## src/hw/rtl/gibi_pkg.sv

```systemverilog
// gibi_pkg: shared widths, codes and the result word type for the gf2 basis filter
// no dependencies

package gibi_pkg;

    localparam int VECTOR_WIDTH_DEF = 64;
    localparam int ROW_W            = 64;
    localparam int CFG_W            = 7;
    localparam int RANK_W           = 7;
    localparam int PIVOT_W          = 6;
    localparam int CFG_IDX_W        = 1;

    localparam logic [CFG_IDX_W-1:0] CFG_COLS   = 1'b0;
    localparam logic [CFG_IDX_W-1:0] CFG_TARGET = 1'b1;

    localparam logic [CFG_W-1:0] COLS_RST   = 7'd64;
    localparam logic [CFG_W-1:0] TARGET_RST = 7'd64;

    localparam logic OP_INSERT = 1'b0;
    localparam logic OP_CLEAR  = 1'b1;

    typedef struct packed {
        logic                accepted;
        logic [RANK_W-1:0]   basis_size;
        logic                basis_complete;
        logic [PIVOT_W-1:0]  pivot_column;
    } t_result;

endpackage

```

## src/hw/rtl/gibi_if.sv

```systemverilog


interface gibi_out_if import gibi_pkg::*; ();
    logic               valid;
    logic               ready;
    logic               accepted;
    logic [RANK_W-1:0]  basis_size;
    logic               basis_complete;
    logic [PIVOT_W-1:0] pivot_column;

    modport source (output valid, output accepted, output basis_size,
                    output basis_complete, output pivot_column, input ready);
    modport sink   (input valid, input accepted, input basis_size,
                    input basis_complete, input pivot_column, output ready);
endinterface

```

## src/hw/rtl/gibi_out_reg.sv

```systemverilog
// gibi_out_reg: output register that holds a finished result word until taken
// depends on gibi_pkg and gibi_out_if

module gibi_out_reg import gibi_pkg::*; (
    input  logic        i_clk,
    input  logic        i_rst_n,
    input  t_result     i_res,
    input  logic        i_res_valid,
    output logic        o_res_ready,
    gibi_out_if.source  o_out
);

    logic    r_full;
    t_result r_word;

    assign o_res_ready          = !r_full || o_out.ready;
    assign o_out.valid          = r_full;
    assign o_out.accepted       = r_word.accepted;
    assign o_out.basis_size     = r_word.basis_size;
    assign o_out.basis_complete = r_word.basis_complete;
    assign o_out.pivot_column   = r_word.pivot_column;

    always_ff @(posedge i_clk) begin
        if (!i_rst_n) begin
            r_full <= 1'b0;
        end else if (i_res_valid && o_res_ready) begin
            r_full <= 1'b1;
        end else if (o_out.ready) begin
            r_full <= 1'b0;
        end
    end

    always_ff @(posedge i_clk) begin
        if (i_res_valid && o_res_ready) begin
            r_word <= i_res;
        end
    end

endmodule

```

## src/flat_wrapper.sv

```systemverilog
// flat-port wrapper written by rule: the top's interface ports become plain ports
module gibi_out_reg_flat import gibi_pkg::*;
  (i_clk, i_rst_n, i_res, i_res_valid, o_res_ready, o_out_valid, o_out_accepted, o_out_basis_size, o_out_basis_complete, o_out_pivot_column, o_out_ready);
  gibi_out_if o_out_i ();
  input  logic i_clk;
  input  logic i_rst_n;
  input  t_result i_res;
  input  logic i_res_valid;
  output logic o_res_ready;
  output wire logic [$bits(o_out_i.valid)-1:0] o_out_valid;
  output wire logic [$bits(o_out_i.accepted)-1:0] o_out_accepted;
  output wire logic [$bits(o_out_i.basis_size)-1:0] o_out_basis_size;
  output wire logic [$bits(o_out_i.basis_complete)-1:0] o_out_basis_complete;
  output wire logic [$bits(o_out_i.pivot_column)-1:0] o_out_pivot_column;
  input wire logic [$bits(o_out_i.ready)-1:0] o_out_ready;
  assign o_out_valid = o_out_i.valid;
  assign o_out_accepted = o_out_i.accepted;
  assign o_out_basis_size = o_out_i.basis_size;
  assign o_out_basis_complete = o_out_i.basis_complete;
  assign o_out_pivot_column = o_out_i.pivot_column;
  assign o_out_i.ready = o_out_ready;
  gibi_out_reg u_core (.i_clk(i_clk), .i_rst_n(i_rst_n), .i_res(i_res), .i_res_valid(i_res_valid), .o_res_ready(o_res_ready), .o_out(o_out_i));
endmodule
```

## config.mk

```make
export PLATFORM = sky130hd
export DESIGN_NAME = gibi_out_reg_flat
export DESIGN_NICKNAME = d
export VERILOG_FILES = /design/src/hw/rtl/gibi_pkg.sv /design/src/hw/rtl/gibi_if.sv /design/src/hw/rtl/gibi_out_reg.sv /design/src/flat_wrapper.sv
export SDC_FILE = /design/constraint.sdc
export NUM_CORES = 1
export LEC_CHECK = 0
export BUFFER_PORTS_ARGS = -buffer_cell sky130_fd_sc_hd__buf_2
export CORE_MARGIN = 5
export CORE_UTILIZATION = 35
export CTS_CLUSTER_DIAMETER = 120
export DETAILED_ROUTE_END_ITERATION = 8
export PLACE_DENSITY = 0.69
export SYNTH_ARGS = -nofsm -noshare
export SYNTH_HDL_FRONTEND = slang
export SYNTH_SLANG_ARGS = --single-unit
```

## constraint.sdc

```tcl
create_clock -name i_clk -period 1.44 [get_ports i_clk]
set_input_delay 0.144 -clock i_clk [delete_from_list [all_inputs] [get_ports i_clk]]
set_output_delay 0.144 -clock i_clk [all_outputs]
set_load 0.05 [all_outputs]
```

Yosys cells after proc, flatten, opt, wreduce, memory -nomap -nowiden
Cells that the tools add are included.

storage, ports and cells
  register bits after elaboration = 16
  input bits = 19
  output and inout bits = 17
  logic and storage cells = 11

operators by class
  muxes and demuxes = 2
  reduce and logical (&&, ||, !) cells = 4

operator list
  cell                count
  two-way mux 1 bit   2
  nonzero test 2 bit  1
  logical AND 1 bit   1
  zero test 1 bit     1
  logical OR 1 bit    1

Depth between registers and ports, before layout
Gate-level depths: netlist of the first run.

  word-level depth = 4
  depth in mapped cells = 2
  gate-level depth less buffers = 2

Worst setup path after synthesis of the first run
Ideal clock, no wire load.

  kind = reg-to-reg
  start point = register u_core.r_full (netlist: u_core.o_out.valid)
  end point = register u_core.r_word (netlist bit u_core.o_out.accepted), enable pin
  arrival time = 1.151 ns
  path slack = 0.032 ns
  stages on the path, launching flop included = 3
  path buffers = 0
  period minus slack after synthesis = 1.408 ns
  path through = dfxtp_1 > nand2b_4 > and2_4

between the ends
  cells in the longest elaborated chain, start to end = 3

RTL lines
  what                      line                text
  start: declaration        gibi_out_reg.sv:13  logic r_full;
  start signal: assignment  gibi_out_reg.sv:25  r_full <= 1'b0;
  start signal: assignment  gibi_out_reg.sv:27  r_full <= 1'b1;
  start signal: assignment  gibi_out_reg.sv:29  r_full <= 1'b0;
  zero test 1 bit           gibi_out_reg.sv:16  assign o_res_ready = !r_full || o_out.ready;
  logical OR 1 bit          gibi_out_reg.sv:16
  via o_res_ready           flat_wrapper.sv:9   output logic o_res_ready;
  logical AND 1 bit         gibi_out_reg.sv:34  if (i_res_valid && o_res_ready) begin
  end signal: assignment    gibi_out_reg.sv:35  r_word <= i_res;
  end: declaration          gibi_out_reg.sv:14  t_result r_word;

The timed path passes the listed nets, and every way through them passes these cells.
A chain may end at the register's enable or synchronous reset.

Final worst setup path of the first run
  start point = register u_core.r_full (netlist: u_core.o_out.valid)
  end point = output port o_res_ready

between the ends
  cells in the longest elaborated chain, start to end = 2

RTL lines
  what              line
  zero test 1 bit   gibi_out_reg.sv:16
  logical OR 1 bit  gibi_out_reg.sv:16
  end: declaration  flat_wrapper.sv:9

Every way passes these cells.

==> results of run 1 <==
-- sequential cells by signal, summed over array words and instances (netlist names) --
register,count
u_core.o_out.basis_complete,1
u_core.o_out.accepted,1
u_core.o_out.pivot_column,6
u_core.o_out.basis_size,7
u_core.o_out.valid,1
-- path summary, 6_finish.rpt --
path                                                     end  slack [ns]
worst max-delay path                             o_res_ready        0.33
worst min-delay path              u_core.o_out.basis_size[2]        0.03
worst max register to register  u_core.o_out.pivot_column[2]        0.44
worst min register to register            u_core.o_out.valid        0.51
-- cell families after synthesis --
| logic type | count (synthesis) |
|---|---|
| AOI/OAI and AO/OA | 1 |
| and+or+nand+nor | 2 |
| DFF | 16 |
| buffers and inverters | 1 |
-- layout by cell type, fill, tap and decap left out --
cell type  Yosys  layout
buf_2          0      35
edfxtp_1      15      15
clkbuf_4       0       3
nand2b_4       1       1
and2_4         1       1
inv_1          1       1
a21boi_2       1       1
clkbuf_8       0       1
dfxtp_1        1       1
-- power breakdown --
part | switching [uW] | internal, uW | total, uW
clock network | 130 | 154 | 284
logic | 124 | 41.0 | 165
registers | 6.77 | 540 | 546
-- layer usage --
| metal | part of all wire [%] | vias up | track usage [%] |
|---|---|---|---|
| li1 | - | 154 | - |
| met2 | 56 | 20 | 18.2 |
| met5 | 0 | - | 0 |
| met3 | 13 | 2 | 4.80 |
| met1 | 29 | 138 | 7.11 |
| met4 | 1.6 | 0 | 4.84 |
-- cell usage after synthesis --
cell type	n	area, sq um
and2_4	1	8.76
nand2b_4	1	13.8
dfxtp_1	1	20.0
a21boi_2	1	11.3
inv_1	1	3.75
edfxtp_1	15	450
-- through the flow --
stage	power [uW]	instances
floorplan	673	20
global placement	721	70
detailed placement	724	70
CTS	1010	74
global route	1040	74
finish	995	74
-- worst max-delay path, stage by stage (launching register included) --
cell	delay, ns
dfxtp_1	0.35
nand2b_4	0.08
buf_2	0.26
-- layout make-up --
cell class / count / area share [%]
Clock buffer: 4 / 4.92
Inverter: 1 / 0.508
Timing Repair Buffer: 35 / 23.7
Tap cell: 15 / 2.54
Sequential cell: 16 / 63.7
Multi-Input combinational cell: 3 / 4.58
==> summary.txt, run 1 <==
Critical path
  – CP Class: reg2out
  – Critical path data arrival time: 0.97 ns
  – R2R cell count: 2
  – Critical path peak fanout: 3
  – Startpoint types: flop
  – Crit end category: output pin
  – Data required time of the worst path: 1.30 ns
  – Critical Path Start: u_core.o_out.valid
  – Crit Reg-Reg Startpoint: u_core.o_out.valid

Clock tree
  – CTS Buf Count: 3
  – Clock sink count: 16
  – Worst skew pair latency: 0.28 ns
  – CTS Buffer Depth: 2
  – TritonCTS clock tree: built
  – Root Buffer: clkbuf_4
  – Post-CTS Setup Bufs: 0
  – CTS Hold Bufs: 0
  – Post_cts resized: 0
  – # H-tree levels: 1
  – Worst-path clk slew: 0.09 ns

Timing
  – Final Worst Setup Slack: between 0.3 and 0.4 ns
  – Worst-Margin Slew: 0.258 ns
  – Final TNS setup: 0 ns
  – Hold WS: 0.0318 ns
  – Clock Skew: 0.00709 ns
  – Max-slew violation count: 0
  – Final worst path period share: between 70% and 80%
  – Final Hold Viols: 0
  – Rel. slew slack: 82.9%
  – Max Freq: about 0.9 GHz
  – Fin crit period: 1.11 ns
  – RSZ-0062 raised after global routing: false
  – Endpoints failing setup: 0

Layout
  – Layout area overhead: 45.3%
  – Area of the multi-input gates: approximately 34 sq um
  – FF/Latch Area: 470 sq um
  – Post-layout nets: 79
  – ANT cells: 0
  – Final Core Density: 55.3%
  – Fillers: 118
  – Share of cells above drive strength 1: slightly above 70%
  – Design area: 738 sq um

Worst hold path
  – HP Start: i_res[9]
  – Worst hold stages: 1
  – Hold/Removal Path Class: in2reg

Synthesis
  – Register area share after synthesis: 92.6%
  – Largest family of logic cells by synthesized area: simple AND/OR/NAND/NOR gates
  – Simple-Gate Fraction of Synth Area: 4.43%
  – Synth warn: 0
  – Mapped Avg Cell Area: 25.4 sq um
  – Post-synthesis mux area share: 0%
  – Post-Syn Nets: 39
  – Post-synthesis xor/xnor area fraction: 0%
  – Adder-Cell Fraction of Synth Area: 0%
  – Netlist cell types: 6
  – FF+latch count, synth: 16
  – Post-Syn Instances: 20
  – Compound-Gate Fraction of Synth Area: 2.22%
  – Synth Cell Area: 508 sq um

Placement
  – Placer Congestion: between 0.6 and 0.7
  – Pre-CTS setup slack: 0.462 ns
  – Port bufs: 35
  – Placed cell area: 702 sq um

Routing
  – Initial drt markers: 6
  – Drt pass-1 iters: 4
  – DR vias: 314
  – DRC Markers: 0
  – Via-to-Cell Ratio: between 4 and 5
  – Routed Antenna Nets: 0
  – Avg WL per Cell: 12.9 microns
  – Routed WL: approximately 960 microns

Floorplan
  – Number of top-level pins: 36
  – Placement Rows: 13
  – Starting Density: a little under two fifths
  – Die Footprint: 2310 sq um
  – Die height: 48.1 microns
  – Die width: roughly 48 microns
  – CORE AREA: 1330 sq um

GRT
  – Vias in the first global route: 318
  – First-pass GRT wire length: 1370 microns
  – Largest net degree at the start of global routing: 16
  – Congestion Overflow GR: 0
  – Initial antenna violation count: 0
  – Total GRT Usage: 9.32%

Power and ir drop
  – P per Cell Area: 1350 nW/um^2
  – VDD IR max: 0.622 mV
  – Leak: 0.000332 uW

Job
  – Max-cap violations: 0

Run status
  – Status: finished, final reports clean
(Power assumes the default switching activity.)
==> inputs of run 2 (changes only) <==
==> constraint.sdc (replaced) <==
create_clock -name i_clk -period 1.12 [get_ports i_clk]
set_input_delay 0.112 -clock i_clk [delete_from_list [all_inputs] [get_ports i_clk]]
set_output_delay 0.112 -clock i_clk [all_outputs]
set_load 0.05 [all_outputs]
==> summary.txt, run 2 (same netlist as run 1, synthesis figures left out) <==
Run status
  – Status: finished, final reports clean

Clock tree
  – Post-CTS Setup Bufs: 0
  – CTS Hold Bufs: 7
  – # H-tree levels: 1
  – TritonCTS clock tree: built
  – Worst-path clk slew: roughly 0.08 ns
  – Root Buffer: clkbuf_4
  – Clock sink count: 16
  – CTS Buf Count: 3
  – Worst skew pair latency: around 0.28 ns
  – Post_cts resized: 0
  – CTS Buffer Depth: 2

Timing
  – Fin crit period: 1.07 ns
  – Final TNS setup: 0 ns
  – Rel. slew slack: 83.1%
  – Worst-Margin Slew: ~0.26 ns
  – Final worst path period share: approximately 96%
  – RSZ-0062 raised after global routing: false
  – Endpoints failing setup: 0
  – Final Hold Viols: 0
  – Max Freq: 0.932 GHz
  – Clock Skew: ~0.0019 ns
  – Max-slew violation count: 0

Routing
  – DRC Markers: 0
  – Routed WL: 1180 microns
  – Routed Antenna Nets: 0
  – Initial drt markers: 11
  – Avg WL per Cell: 14.0 microns
  – DR vias: 370
  – Via-to-Cell Ratio: 4.40
  – Drt pass-1 iters: 6

Floorplan
  – Starting Density: between 30% and 40%
  – CORE AREA: about 1300 sq um
  – Die width: 48.1 microns
  – Die height: 48.1 microns
  – Die Footprint: 2310 sq um
  – Placement Rows: 13
  – Number of top-level pins: 36

Critical path
  – Startpoint types: flop
  – RR Endpoint: u_core.o_out.basis_size[2]
  – Critical path data arrival time: 0.96 ns
  – Data required time of the worst path: between 1 and 1.5 ns
  – Crit end category: output pin
  – Critical path peak fanout: 3
  – Slowest-stage cell, CP: dfxtp_4
  – CP Class: reg2out
  – Crit Reg-Reg Startpoint: u_core.o_out.valid
  – Crit-path cells: nand2b_4 > buf_2
  – R2R cell count: 2
  – Worst R2R Setup Slack: between 0.1 and 0.15 ns
  – Worst path max stage delay: 0.36 ns

Layout
  – Largest register FFs: 7
  – Share of cells above drive strength 1: between 60% and 70%
  – Post-layout nets: 89
  – Non-Filler Instances: between 80 and 90
  – Commonest non-fill, non-tap cell in the layout: buf_2
  – Design area: between 800 and 900 sq um
  – Most frequent cells in the layout: 35 x buf_2, 15 x edfxtp_1, 10 x dlygate4sd3_1
  – Layout area overhead: 63.8%
  – ANT cells: 0
  – Final Core Density: 62.4%

GRT
  – Initial antenna violation count: 0
  – Total GRT Usage: 10.3%
  – Vias in the first global route: approximately 340
  – Largest net degree at the start of global routing: 16
  – First-pass GRT wire length: 1470 microns
  – Congestion Overflow GR: 0

Power and ir drop
  – VDD IR max: 0.794 mV
  – Internal: 898 uW
  – Sequential Power Share: 56.9%
  – Clk network pwr share: 23.7%
  – P per Cell Area: 1490 nW/um^2
  – Switch share: between 20% and 30%
  – Combinational share of power: about a fifth
  – Overall power: 1240 uW
  – Net load switching power: 339 uW
  – Leak: ~0.00037 uW

Placement
  – Placed cells: 70
  – Port bufs: 35
  – Placer Congestion: 0.637
  – Placed cell area: between 700 and 800 sq um

Worst hold path
  – Hold EP: u_core.o_out.basis_size[0]
  – Hold/Removal Path Class: in2reg
  – Worst hold stages: 1
  – HP Start: i_res[7]

Job
  – Max-cap violations: 0
[run 2: layer usage]
layer  routed length (microns)  up-vias  GRT usage, %
met4                        12        0          8.06
met1                       416      166          10.3
met5                         0        -             0
met3                       184        2          4.06
met2                       566       30          17.2
li1                          -      172             -
[run 2: through the flow]
| step | setup slack [ns] | hold WS, ns |
|---|---|---|
| final | 0.0476 | 0.00996 |
| after global routing | 0.0204 | 0.0000826 |
| after CTS | 0.0399 | 0.000772 |
| after detailed placement | 0.135 | 0.290 |
| after global placement | 0.153 | 0.290 |
| after floorplan | -0.0329 | 0.211 |
[run 2: cell type report]
type | instances | area [sq um]
Sequential cell | 16 | 474
Inverter | 1 | 3.75
Multi-Input combinational cell | 3 | 33.8
Tap cell | 15 | 18.8
Clock inverter | 1 | 3.75
Timing Repair Buffer | 45 | 275
Clock buffer | 3 | 22.5
Fill cell | 109 | 502
[run 2: power groups by stage]
stage	Sequential, uW	Combinational, uW	Clock, uW
after floorplan	838	26.5	0
after global placement	716	213	0
after detailed placement	717	215	0
after CTS	704	234	305
after global routing	706	253	327
final	703	240	293
[run 2: critical path, delay by kind of cell (launching register included)]
family                 cells  cell delay [ns]
and+or+nand+nor            1             0.07
buffers and inverters      1             0.26
DFF                        1             0.36
[run 2: worst max-delay path by stage]
stage | startpoint | end | cells after the start
2_1_floorplan | u_core.o_out.valid | u_core.o_out.accepted | 2
3_3_place_gp | u_core.o_out.valid | u_core.o_out.pivot_column[4] | 2
3_5_place_dp | u_core.o_out.valid | u_core.o_out.basis_complete | 2
4_1_cts | u_core.o_out.valid | o_res_ready | 2
5_1_grt | u_core.o_out.valid | o_res_ready | 2
6_report | u_core.o_out.valid | o_res_ready | 2
