**config.mk**
```make
export PLATFORM = sky130hd
export DESIGN_NAME = gibi_engine_flat
export DESIGN_NICKNAME = d
export VERILOG_FILES = /design/src/hw/rtl/gibi_pkg.sv /design/src/hw/rtl/gibi_if.sv /design/src/hw/rtl/gibi_engine.sv /design/src/flat_wrapper.sv
export SDC_FILE = /design/constraint.sdc
export NUM_CORES = 2
export LEC_CHECK = 0
export BUFFER_PORTS_ARGS = -buffer_cell sky130_fd_sc_hd__buf_4
export CORE_ASPECT_RATIO = 1.1
export CORE_MARGIN = 10
export CORE_UTILIZATION = 55
export DETAILED_ROUTE_END_ITERATION = 8
export GPL_ROUTABILITY_DRIVEN = 0
export PLACE_DENSITY_LB_ADDON = 0.3
export SLEW_MARGIN = 10
export SYNTH_ARGS = -nofsm -noshare
export SYNTH_HDL_FRONTEND = slang
export SYNTH_SLANG_ARGS = --single-unit
```
**constraint.sdc**
```tcl
create_clock -name i_clk -period 6.2 [get_ports i_clk]
set_input_delay 0.93 -clock i_clk [delete_from_list [all_inputs] [get_ports i_clk]]
set_output_delay 0.93 -clock i_clk [all_outputs]
set_load 0.1 [all_outputs]
```
**src/hw/rtl/gibi_pkg.sv**
```systemverilog
// gibi_pkg: shared widths, codes and the result word type for the gf2 basis filter
// no dependencies

package gibi_pkg;

    localparam int VECTOR_WIDTH_DEF = 64;
    localparam int ROW_W            = 64;
    localparam int CFG_W            = 7;
    localparam int RANK_W           = 7;
    localparam int PIVOT_W          = 6;
    localparam int CFG_IDX_W        = 1;

    localparam logic [CFG_IDX_W-1:0] CFG_COLS   = 1'b0;
    localparam logic [CFG_IDX_W-1:0] CFG_TARGET = 1'b1;

    localparam logic [CFG_W-1:0] COLS_RST   = 7'd64;
    localparam logic [CFG_W-1:0] TARGET_RST = 7'd64;

    localparam logic OP_INSERT = 1'b0;
    localparam logic OP_CLEAR  = 1'b1;

    typedef struct packed {
        logic                accepted;
        logic [RANK_W-1:0]   basis_size;
        logic                basis_complete;
        logic [PIVOT_W-1:0]  pivot_column;
    } t_result;

endpackage

```
**src/hw/rtl/gibi_if.sv**
```systemverilog
// gibi_in_if / gibi_out_if: valid-ready channels for input and result words
// depends on gibi_pkg

interface gibi_in_if import gibi_pkg::*; ();
    logic             valid;
    logic             ready;
    logic             op;
    logic [ROW_W-1:0] row_bits;

    modport source (output valid, output op, output row_bits, input ready);
    modport sink   (input valid, input op, input row_bits, output ready);
endinterface


```
**src/hw/rtl/gibi_engine.sv**
```systemverilog
// gibi_engine: basis row memory, pivot valid bits, rank and the column scan sequencer
// depends on gibi_pkg and gibi_in_if

module gibi_engine import gibi_pkg::*; #(
    parameter int VECTOR_WIDTH = VECTOR_WIDTH_DEF
) (
    input  logic             i_clk,
    input  logic             i_rst_n,
    gibi_in_if.sink          i_in,
    input  logic [CFG_W-1:0] i_cols,
    input  logic [CFG_W-1:0] i_target,
    output t_result          o_res,
    output logic             o_res_valid,
    input  logic             i_res_ready
);

    localparam int COL_W = $clog2(VECTOR_WIDTH);

    typedef enum logic [1:0] {S_IDLE, S_SCAN, S_DONE} t_state;

    t_state                  r_state;
    logic [VECTOR_WIDTH-1:0] r_vec;
    logic [COL_W:0]          r_col;
    logic                    r_ck_valid;
    logic [COL_W-1:0]        r_ck_col;
    logic                    r_found;
    logic [COL_W-1:0]        r_pivot;
    logic                    r_clear;
    logic [VECTOR_WIDTH-1:0] r_pv;
    logic [RANK_W-1:0]       r_rank;

    logic [VECTOR_WIDTH-1:0] r_mem [VECTOR_WIDTH];
    logic [VECTOR_WIDTH-1:0] r_rdata;

    logic [VECTOR_WIDTH-1:0] mask;
    logic [VECTOR_WIDTH-1:0] n_vec;
    logic [COL_W-1:0]        rd_addr;
    logic                    in_fire;
    logic                    res_fire;
    logic                    mem_we;
    logic [RANK_W-1:0]       rank_after;

    always_comb begin
        for (int i = 0; i < VECTOR_WIDTH; i++) begin
            mask[i] = (i_cols > CFG_W'(i));
        end
    end

    // reduce against the pivot row read in the previous cycle
    always_comb begin
        n_vec = r_vec;
        if (r_ck_valid && r_vec[r_ck_col] && r_pv[r_ck_col]) begin
            n_vec = r_vec ^ r_rdata;
        end
    end

    assign rd_addr     = r_col[COL_W-1:0];
    assign i_in.ready  = (r_state == S_IDLE);
    assign in_fire     = i_in.valid && i_in.ready;
    assign o_res_valid = (r_state == S_DONE);
    assign res_fire    = o_res_valid && i_res_ready;
    assign mem_we      = res_fire && r_found;
    assign rank_after  = r_clear ? '0 : (r_found ? RANK_W'(r_rank + 7'd1) : r_rank);

    always_comb begin
        o_res.accepted       = r_found;
        o_res.basis_size     = rank_after;
        o_res.basis_complete = (rank_after >= i_target);
        o_res.pivot_column   = r_found ? PIVOT_W'(r_pivot) : '0;
    end

    always_ff @(posedge i_clk) begin
        if (mem_we) begin
            r_mem[r_pivot] <= r_vec & mask;
        end
        r_rdata <= r_mem[rd_addr];
    end

    always_ff @(posedge i_clk) begin
        if (!i_rst_n) begin
            r_state    <= S_IDLE;
            r_ck_valid <= 1'b0;
            r_pv       <= '0;
            r_rank     <= '0;
            r_found    <= 1'b0;
            r_clear    <= 1'b0;
        end else begin
            unique case (r_state)
                S_IDLE: begin
                    r_ck_valid <= 1'b0;
                    if (in_fire) begin
                        r_found <= 1'b0;
                        r_pivot <= '0;
                        r_col   <= '0;
                        r_vec   <= i_in.row_bits[VECTOR_WIDTH-1:0] & mask;
                        if (i_in.op == OP_CLEAR) begin
                            r_clear <= 1'b1;
                            r_state <= S_DONE;
                        end else if (r_rank < i_target) begin
                            r_clear <= 1'b0;
                            r_state <= S_SCAN;
                        end else begin
                            r_clear <= 1'b0;
                            r_state <= S_DONE;
                        end
                    end
                end
                S_SCAN: begin
                    if (r_col < (COL_W+1)'(VECTOR_WIDTH)) begin
                        r_col <= r_col + 1'b1;
                    end
                    r_ck_valid <= (r_col < (COL_W+1)'(VECTOR_WIDTH));
                    r_ck_col   <= rd_addr;
                    r_vec      <= n_vec;
                    if (r_ck_valid) begin
                        if (n_vec[r_ck_col] && mask[r_ck_col] && !r_found) begin
                            r_found <= 1'b1;
                            r_pivot <= r_ck_col;
                        end
                        if (r_ck_col == COL_W'(VECTOR_WIDTH - 1)) begin
                            r_state <= S_DONE;
                        end
                    end
                end
                S_DONE: begin
                    r_ck_valid <= 1'b0;
                    if (res_fire) begin
                        r_rank  <= rank_after;
                        if (r_clear) begin
                            r_pv <= '0;
                        end else if (r_found) begin
                            r_pv[r_pivot] <= 1'b1;
                        end
                        r_state <= S_IDLE;
                    end
                end
                default: r_state <= S_IDLE;
            endcase
        end
    end

`ifndef ASSERT_OFF
    a_rank_matches_pivots: assert property (@(posedge i_clk) disable iff (!i_rst_n)
        $countones(r_pv) == int'(r_rank))
        else $error("rank differs from number of valid pivots");

    a_rank_bounded: assert property (@(posedge i_clk) disable iff (!i_rst_n)
        int'(r_rank) <= VECTOR_WIDTH)
        else $error("rank above vector width");

    a_new_pivot_free: assert property (@(posedge i_clk) disable iff (!i_rst_n)
        (r_state == S_DONE && r_found) |-> !r_pv[r_pivot])
        else $error("pivot column already occupied");

    a_busy_after_accept: assert property (@(posedge i_clk) disable iff (!i_rst_n)
        in_fire |=> (r_state != S_IDLE))
        else $error("engine idle right after taking a word");
`endif

endmodule

```
**src/flat_wrapper.sv**
```systemverilog
// flat-port wrapper written by rule: the top's interface ports become plain ports
module gibi_engine_flat import gibi_pkg::*;
#(
    parameter int VECTOR_WIDTH = VECTOR_WIDTH_DEF
)
  (i_clk, i_rst_n, i_cols, i_target, o_res, o_res_valid, i_res_ready, i_in_valid, i_in_op, i_in_row_bits, i_in_ready);
  gibi_in_if i_in_i ();
  input  logic i_clk;
  input  logic i_rst_n;
  input  logic [CFG_W-1:0] i_cols;
  input  logic [CFG_W-1:0] i_target;
  output t_result o_res;
  output logic o_res_valid;
  input  logic i_res_ready;
  input wire logic [$bits(i_in_i.valid)-1:0] i_in_valid;
  input wire logic [$bits(i_in_i.op)-1:0] i_in_op;
  input wire logic [$bits(i_in_i.row_bits)-1:0] i_in_row_bits;
  output wire logic [$bits(i_in_i.ready)-1:0] i_in_ready;
  assign i_in_i.valid = i_in_valid;
  assign i_in_i.op = i_in_op;
  assign i_in_i.row_bits = i_in_row_bits;
  assign i_in_ready = i_in_i.ready;
  gibi_engine #(.VECTOR_WIDTH(VECTOR_WIDTH)) u_core (.i_clk(i_clk), .i_rst_n(i_rst_n), .i_in(i_in_i), .i_cols(i_cols), .i_target(i_target), .o_res(o_res), .o_res_valid(o_res_valid), .i_res_ready(i_res_ready));
endmodule
```
# Yosys cells after proc, flatten, opt, wreduce, memory -nomap -nowiden
# Memories as Yosys holds them, arrays and structs flattened. A register that Yosys moved wholly into a read port is not among the register bits.
# Index checks and enable logic that the tools add are counted.
classes:
  add_sub_neg: 2
  magnitude_cmp: 70
  eq_ne: 9
  muxes: 40
  bitwise_logic: 4
  n_reduce_logical: 23
op_table:
  columns: ["operator", "count"]
  rows:
  - ["64-bit 2-to-1 mux", 4]
  - ["7-bit by 6-bit greater-than comparator with 1-bit output (second input constant)", 32]
  - ["64-bit bitwise AND", 2]
  - ["64-bit case mux with 2 select lines", 1]
  - ["7-bit by 5-bit greater-than comparator with 1-bit output (second input constant)", 16]
  - ["64-bit OR", 1]
  - ["64-bit bitwise XOR", 1]
  - ["7-bit by 4-bit greater-than comparator with 1-bit output (second input constant)", 8]
  - ["7-bit by 3-bit greater-than comparator with 1-bit output (second input constant)", 4]
  - ["7-bit 2-to-1 mux", 4]
  - ["1-bit binary-select mux with 6-bit select", 4]
  - ["6-bit 2-to-1 mux", 4]
  - ["7-bit by 1-bit adder with 7-bit output (second input constant)", 2]
  - ["7-bit by 1-bit greater-than comparator with 1-bit output (second input constant)", 2]
  - ["7-bit by 2-bit greater-than comparator with 1-bit output (second input constant)", 2]
  - ["6-bit by 7-bit less-than comparator with 1-bit output (second input constant)", 2]
  - ["7-bit case mux with 2 select lines", 1]
  - ["2-bit 2-to-1 mux", 6]
  - ["6-bit case mux with 2 select lines", 1]
  - ["4-bit AND reduction", 3]
  - ["1-bit 2-to-1 mux", 11]
  - ["1-bit logical AND", 8]
  - ["2-bit by 1-bit != test with 1-bit output (second input constant)", 4]
  - ["7-bit >= comparator", 1]
  - ["other kinds (17)", 24]
word_totals:
  regBits: 159
  ram_bits: 4096
  input_bits: 83
  output_inout_bits: 17
  wordCells: 159
  mem_count: 1
memory_table:
  columns: ["name", "words", "width", "read_ports", "rd_clocked_by_memory_dff", "wr", "line_no", "text"]
  rows:
  - ["u_core.r_mem", 64, 64, 1, 1, 1, "gibi_engine.sv:32", "logic [VECTOR_WIDTH-1:0] r_mem [VECTOR_WIDTH];"]

# Depth between registers and ports, before layout
depth:
  ltp_word: 12
  mapped_depth: 17
  ltp_nobuf: 13

# Least setup slack after synthesis
# No wires, ideal clock.
synth_path:
  kind: "register -> register"
  startpoint: "reg u_core.r_state[1]"
  endpoint: "mem u_core.r_mem[19][0] (netlist name), enable pin"
  setup_time_ns: 0.487
  t_arrival_ns: 5.581
  required_ns: 5.713
  path_slack_ns: 0.132
  path_stages_with_launch: 8
  path_buffers: 1
  period_less_slack_ns: 6.068
  cell_sequence: "dfxtp_1 -> nor2b_1 -> and2_1 -> clkbuf_1 -> nand2_1 -> nor2_1 -> nand3_1 -> nor2_1"
synth_via:
  elab_chain_cells: 5
synth_rtl:
  columns: ["item", "line_no", "text"]
  rows:
  - ["start: declaration", "gibi_engine.sv:21", "t_state r_state;"]
  - ["start signal: assignment", "gibi_engine.sv:81", "r_state <= S_IDLE;"]
  - ["start signal: assignment", "gibi_engine.sv:98", "r_state <= S_DONE;"]
  - ["start signal: assignment", "gibi_engine.sv:101", "r_state <= S_SCAN;"]
  - ["2-bit equality test", "gibi_engine.sv:60", "assign o_res_valid = (r_state == S_DONE);"]
  - ["named net o_res_valid", "flat_wrapper.sv:13", "output logic o_res_valid;"]
  - ["1-bit logical AND", "gibi_engine.sv:61", "assign res_fire = o_res_valid && i_res_ready;"]
  - ["1-bit logical AND", "gibi_engine.sv:62", "assign mem_we = res_fire && r_found;"]
  - ["1-bit 2-to-1 mux", "gibi_engine.sv:73", "if (mem_we) begin"]
  - ["1-bit 2-to-1 mux (implied by the code)", "gibi_engine.sv:74", "r_mem[r_pivot] <= r_vec & mask;"]
  - ["end: declaration", "gibi_engine.sv:32", null]
# The timed path passes the listed nets, and every way through them passes these cells.

# Worst setup path after layout
layout_path:
  startpoint: "reg u_core.r_ck_col[2]"
  endpoint: "reg u_core.r_pivot[5], enable pin"
layout_via:
  elab_chain_cells: 11
  elab_cells_between_ends: 15
  cone_classes: "1 x eq/ne; 9 x mux; 5 x reduce/logical"
layout_rtl:
  columns: ["item", "line_no", "text"]
  rows:
  - ["start: declaration", "gibi_engine.sv:25", "logic [COL_W-1:0] r_ck_col;"]
  - ["start signal: assignment", "gibi_engine.sv:113", "r_ck_col <= rd_addr;"]
  - ["1-bit binary-select mux with 6-bit select", "gibi_engine.sv:52", "if (r_ck_valid && r_vec[r_ck_col] && r_pv[r_ck_col]) begin"]
  - ["1-bit 2-to-1 mux (implied by the code)", "gibi_engine.sv:52", null]
  - ["1-bit logical AND (2 in a row)", "gibi_engine.sv:52", null]
  - ["64-bit 2-to-1 mux", "gibi_engine.sv:52", null]
  - ["1-bit binary-select mux with 6-bit select", "gibi_engine.sv:116", "if (n_vec[r_ck_col] && mask[r_ck_col] && !r_found) begin"]
  - ["1-bit 2-to-1 mux (implied by the code)", "gibi_engine.sv:116", null]
  - ["1-bit logical AND (*) (2 in a row)", "gibi_engine.sv:116", null]
  - ["2-bit by 1-bit != test with 1-bit output (no source line) (*)", null, null]
  - ["5-bit AND reduction (no source line) (*)", null, null]
  - ["end signal: assignment", "gibi_engine.sv:118", "r_pivot <= r_ck_col;"]
  - ["end: declaration", "gibi_engine.sv:27", "logic [COL_W-1:0] r_pivot;"]
# Every way passes the cells marked *; elsewhere a longest branch is shown, timed or not. The select of a mux whose other input is x is not followed.
# A chain may end at the register's enable or synchronous reset.

==> metrics.txt <==
# TYPE chip_impl_metric gauge
chip_impl_metric{name="core_area",unit="sq um"} 300400
chip_impl_metric{name="dr_total_vias",unit=""} 82379
chip_impl_metric{name="cap_viol_max_count",unit=""} 0
chip_impl_metric{name="clk_pin_slew_worst_paths",unit="ps"} 80
chip_impl_info{name="failing_checks",value="design-rule violations"} 1
chip_impl_info{name="status",value="complete, but fails checks"} 1
chip_impl_info{name="synth_flop_cell",value="edfxtp_1"} 1
chip_impl_metric{name="worst-slew-pin-transition",unit="ps"} 1365
chip_impl_metric{name="crit_required",unit="ps"} 6810
chip_impl_info{name="worst_reg2reg_endpoint",value="u_core.r_pivot[5]"} 1
chip_impl_metric{name="max-vdd-ir-drop",unit="V"} 0.0002693
chip_impl_metric{name="clkLatencyLatePin",unit="ps"} 970
chip_impl_metric{name="global_route.usage.met1",unit="%"} 37.27
chip_impl_info{name="worst-setup-path-type",value="register to register"} 1
chip_impl_metric{name="r2r.worst_path.cells",unit=""} 15
chip_impl_metric{name="post_route_cells_drive_above_1_share",unit="%"} 31.49
chip_impl_metric{name="finalSetupTns",unit="ps"} 0
chip_impl_metric{name="total_cts_buffers",unit=""} 412
chip_impl_metric{name="htreeDepth",unit=""} 5
chip_impl_metric{name="grt_pass1_wl",unit="mm"} 644.9
chip_impl_metric{name="flow.area_growth_from_synthesis",unit="%"} 13.19
chip_impl_metric{name="drt-wirelength-per-cell",unit="um"} 38.73
chip_impl_info{name="timing.hold.worst.class",value="primary input to register"} 1
chip_impl_metric{name="grt_overflow_total",unit=""} 0
chip_impl_metric{name="distinct_cells_synth",unit=""} 71
chip_impl_metric{name="finalSetupViolCount",unit=""} 0
chip_impl_metric{name="avgViaCountPerCell",unit=""} 6.946
chip_impl_metric{name="hold_depth",unit=""} 4
chip_impl_metric{name="detail_route.iter0.violations",unit=""} 13145
chip_impl_metric{name="part_of_the_yosys_area_used_for_sequential_elements",unit="%"} 77.23
chip_impl_metric{name="cts-resized-gates",unit=""} 0
chip_impl_metric{name="total_leakage_power",unit="nW"} 58.69
chip_impl_info{name="tritoncts",value="yes"} 1
chip_impl_metric{name="hold_viol",unit=""} 0
chip_impl_metric{name="clock_sinks",unit=""} 4319
chip_impl_metric{name="cell_area_power_density",unit="nW/um^2"} 326.6
chip_impl_metric{name="maxClockFrequency",unit="GHz"} 0.1916
chip_impl_metric{name="die_area",unit="sq um"} 324400
chip_impl_metric{name="r2r_slack",unit="ps"} 980
chip_impl_metric{name="ys_async_sr_fraction",unit="%"} 0
chip_impl_metric{name="post-cts-setup-buffer-count",unit=""} 0
chip_impl_metric{name="cts_hold_buf",unit=""} 0
chip_impl_metric{name="critical_path_arrival",unit="ps"} 5830
chip_impl_metric{name="grt_usage",unit="%"} 28.14
chip_impl_metric{name="post_synthesis_cell_area",unit="sq um"} 166100
chip_impl_info{name="layer_with_the_highest_usage",value="met2"} 1
chip_impl_metric{name="syn-instance-count",unit=""} 7138
chip_impl_metric{name="number_of_port_buffers",unit=""} 99
chip_impl_metric{name="maximum_number_of_pins_on_one_net_before_global_route_repair",unit=""} 101
chip_impl_metric{name="antenna_found_initial",unit=""} 30
chip_impl_info{name="r2r_start",value="u_core.r_ck_col[2]"} 1
chip_impl_metric{name="synthesized_netlist_net_count",unit=""} 7236
chip_impl_metric{name="placement_rows",unit=""} 211
chip_impl_metric{name="synth.avg_cell_area",unit="sq um"} 23.27
chip_impl_metric{name="routed_wl",unit="mm"} 459.4
chip_impl_metric{name="cp_max_fo",unit=""} 56
chip_impl_metric{name="first_global_vias",unit=""} 82642
chip_impl_metric{name="slew_violations",unit=""} 0
chip_impl_info{name="hold_end",value="u_core.r_state[1]"} 1
chip_impl_metric{name="initial_utilization",unit="%"} 55.29
chip_impl_metric{name="dieWidth",unit="um"} 544.0
chip_impl_metric{name="cts.path.max_buffers",unit=""} 4
chip_impl_info{name="hold_path.startpoint",value="i_res_ready"} 1
chip_impl_info{name="critPathLaunchType",value="register"} 1
chip_impl_metric{name="firstDrtPassIters",unit=""} 9
chip_impl_metric{name="nets",unit=""} 7657
chip_impl_metric{name="post-layout-total-power",unit="mW"} 61.41
chip_impl_metric{name="slew-limit-headroom",unit="%"} 8.674
chip_impl_metric{name="grtUsageMet3",unit="%"} 7.777
chip_impl_metric{name="final.setup_skew",unit="ps"} 94.74
chip_impl_metric{name="ys_seq_elements",unit=""} 4319
chip_impl_metric{name="numPlacedInstances",unit=""} 11072
chip_impl_metric{name="place.detailed.hpwl",unit="mm"} 250.7
chip_impl_info{name="critPathCaptureType",value="register"} 1
chip_impl_metric{name="drc_violations",unit=""} 28
chip_impl_metric{name="postRouteAntennaNets",unit=""} 0
chip_impl_metric{name="grt_util_met2",unit="%"} 43.12
chip_impl_metric{name="setup_slack",unit="ps"} 980.7
chip_impl_metric{name="synth.yosys.warnings",unit=""} 0
chip_impl_info{name="grt_setup_unrepaired",value="no"} 1
chip_impl_metric{name="ioPinCount",unit=""} 100
chip_impl_metric{name="dp_slack",unit="ps"} 1174
chip_impl_metric{name="floorplan.die.height",unit="um"} 596.4
chip_impl_metric{name="fin_cells",unit=""} 11860
chip_impl_info{name="clock-root-buffer",value="clkbuf_16"} 1
chip_impl_metric{name="edff_count_synth",unit=""} 4179
chip_impl_metric{name="post-route-min-period",unit="ps"} 5219
chip_impl_metric{name="finalCritPeriodShare",unit="%"} 84.18
==> metrics by stage <==
| stage | area (sq um) | utilization (%) | hold WS (ps) |
|---|---|---|---|
| after global routing | 188000 | 62.58 | 274.9 |
| after global placement | 174200 | 57.98 | 445.2 |
| after detailed placement | 174200 | 57.99 | 453.1 |
| after CTS | 187700 | 62.48 | 236.9 |
| after floorplan | 166100 | - | 424.4 |
| final | 188000 | 62.59 | 280.5 |
==> worst max path at each step <==
| stage | start | slack, ps | cells after the start | to |
|---|---|---|---|---|
| 6_report | u_core.r_ck_col[2] | 980 | 15 | u_core.r_pivot[5] |
| 5_1_grt | u_core.r_ck_col[2] | 860 | 15 | u_core.r_pivot[0] |
| 4_1_cts | u_core.r_ck_col[2] | 1210 | 15 | u_core.r_pivot[5] |
| 3_5_place_dp | i_cols[6] | 1170 | 13 | u_core.r_pivot[5] |
| 3_3_place_gp | i_cols[6] | 1180 | 13 | u_core.r_pivot[3] |
| 2_1_floorplan | u_core.r_state[1] | 130 | 7 | u_core.r_mem[19][0] |
==> registers in the layout, summed over array words and instances (netlist names) <==
signal	count
u_core.r_pivot	6
u_core.r_ck_valid	1
u_core.r_rank	7
u_core.r_vec	64
u_core.r_state	2
u_core.r_col	7
u_core.r_found	1
u_core.r_pv	64
u_core.r_mem	4096
u_core.r_clear	1
u_core.r_rdata	64
u_core.r_ck_col	6
==> cells in the mapped netlist, drive strengths merged, types with 9 or more instances <==
master,count,area share [%]
edfxtp,4179,76
mux4,1349,18
clkbuf,274,0.62
nand2,211,0.48
nor2,187,0.42
dfxtp,140,1.7
a21oi,126,0.38
buf,119,0.29
xor2,67,0.35
o21ai,65,0.20
nor2b,58,0.22
nand3,53,0.16
o22ai,42,0.16
and2,37,0.14
nor3,19,0.057
ha,15,0.11
inv,15,0.034
nand2b,15,0.056
and3,13,0.049
o211ai,12,0.054
a21boi,10,0.045
a221oi,9,0.047
mux2i,9,0.054
==> layout make-up <==
type	count	area, sq um
Tap cell	3940	4930
Sequential cell	4319	128300
Multi-Input combinational cell	2410	37070
Fill cell	19279	112400
Inverter	16	60.06
Timing Repair Buffer	400	4177
Clock buffer	504	10940
Clock inverter	255	2521
Antenna cell	16	40.04
==> cell usage in the layout (no fill, tap or decap), types with 8 or more instances in the layout <==
cell type   count
ha_1           15
nor2_4         65
inv_6          11
clkbuf_16     418
clkinvlp_4     23
nand2_1       210
xor2_1         67
and3_1         13
a21oi_1       126
or3_1           8
o22ai_1        42
nand2b_1       14
nand3_1        53
dfxtp_1       140
nor3_1         18
clkinv_2       92
a221oi_1        9
mux2i_1         9
edfxtp_1     4179
bufinv_16      42
buf_12         89
clkbuf_1       70
and2_1         35
inv_1          14
diode_2        16
o211ai_1       12
clkinv_1       71
nor2_1        122
nor2b_1        18
clkbuf_8       16
buf_4         308
mux4_2       1349
nor2b_4        37
a21o_1          8
a21boi_0        9
o21ai_0        58
==> cell families after synthesis <==
family / count (synthesis) / share of synthesized area [%]
compound gates: 330 / 1.218
mux: 1361 / 18.36
fa+ha+maj: 17 / 0.1250
flops: 4319 / 77.23
buf+inv: 409 / 0.9423
simple gates: 632 / 1.748
xor+xnor: 70 / 0.3691
==> worst max-delay path, cell delays in order (launching register included) <==
cell and delay (ps):
edfxtp_1 370, buf_4 270, inv_1 180, buf_4 280
mux4_2 340, mux2_2 290, o2111a_1 300, a2111oi_4 320
buf_4 580, nand2_1 210, xor2_1 210, a221oi_1 360
a221oi_1 160, o21bai_1 260, a32oi_1 150, o2bb2ai_1 540
==> routing by layer <==
metal  wire, um  share of wire [%]
met5        288              0.063
met4      30920                6.7
met3      54990                 12
met2     215100                 47
met1     158100                 34
==> where the power goes <==
group          internal [mW]  leakage (nW)  switching, mW
logic                   1.47          13.0           2.14
registers               32.4          39.1          0.200
clock network           14.3          6.58           10.9
(Power assumes the default switching activity.)
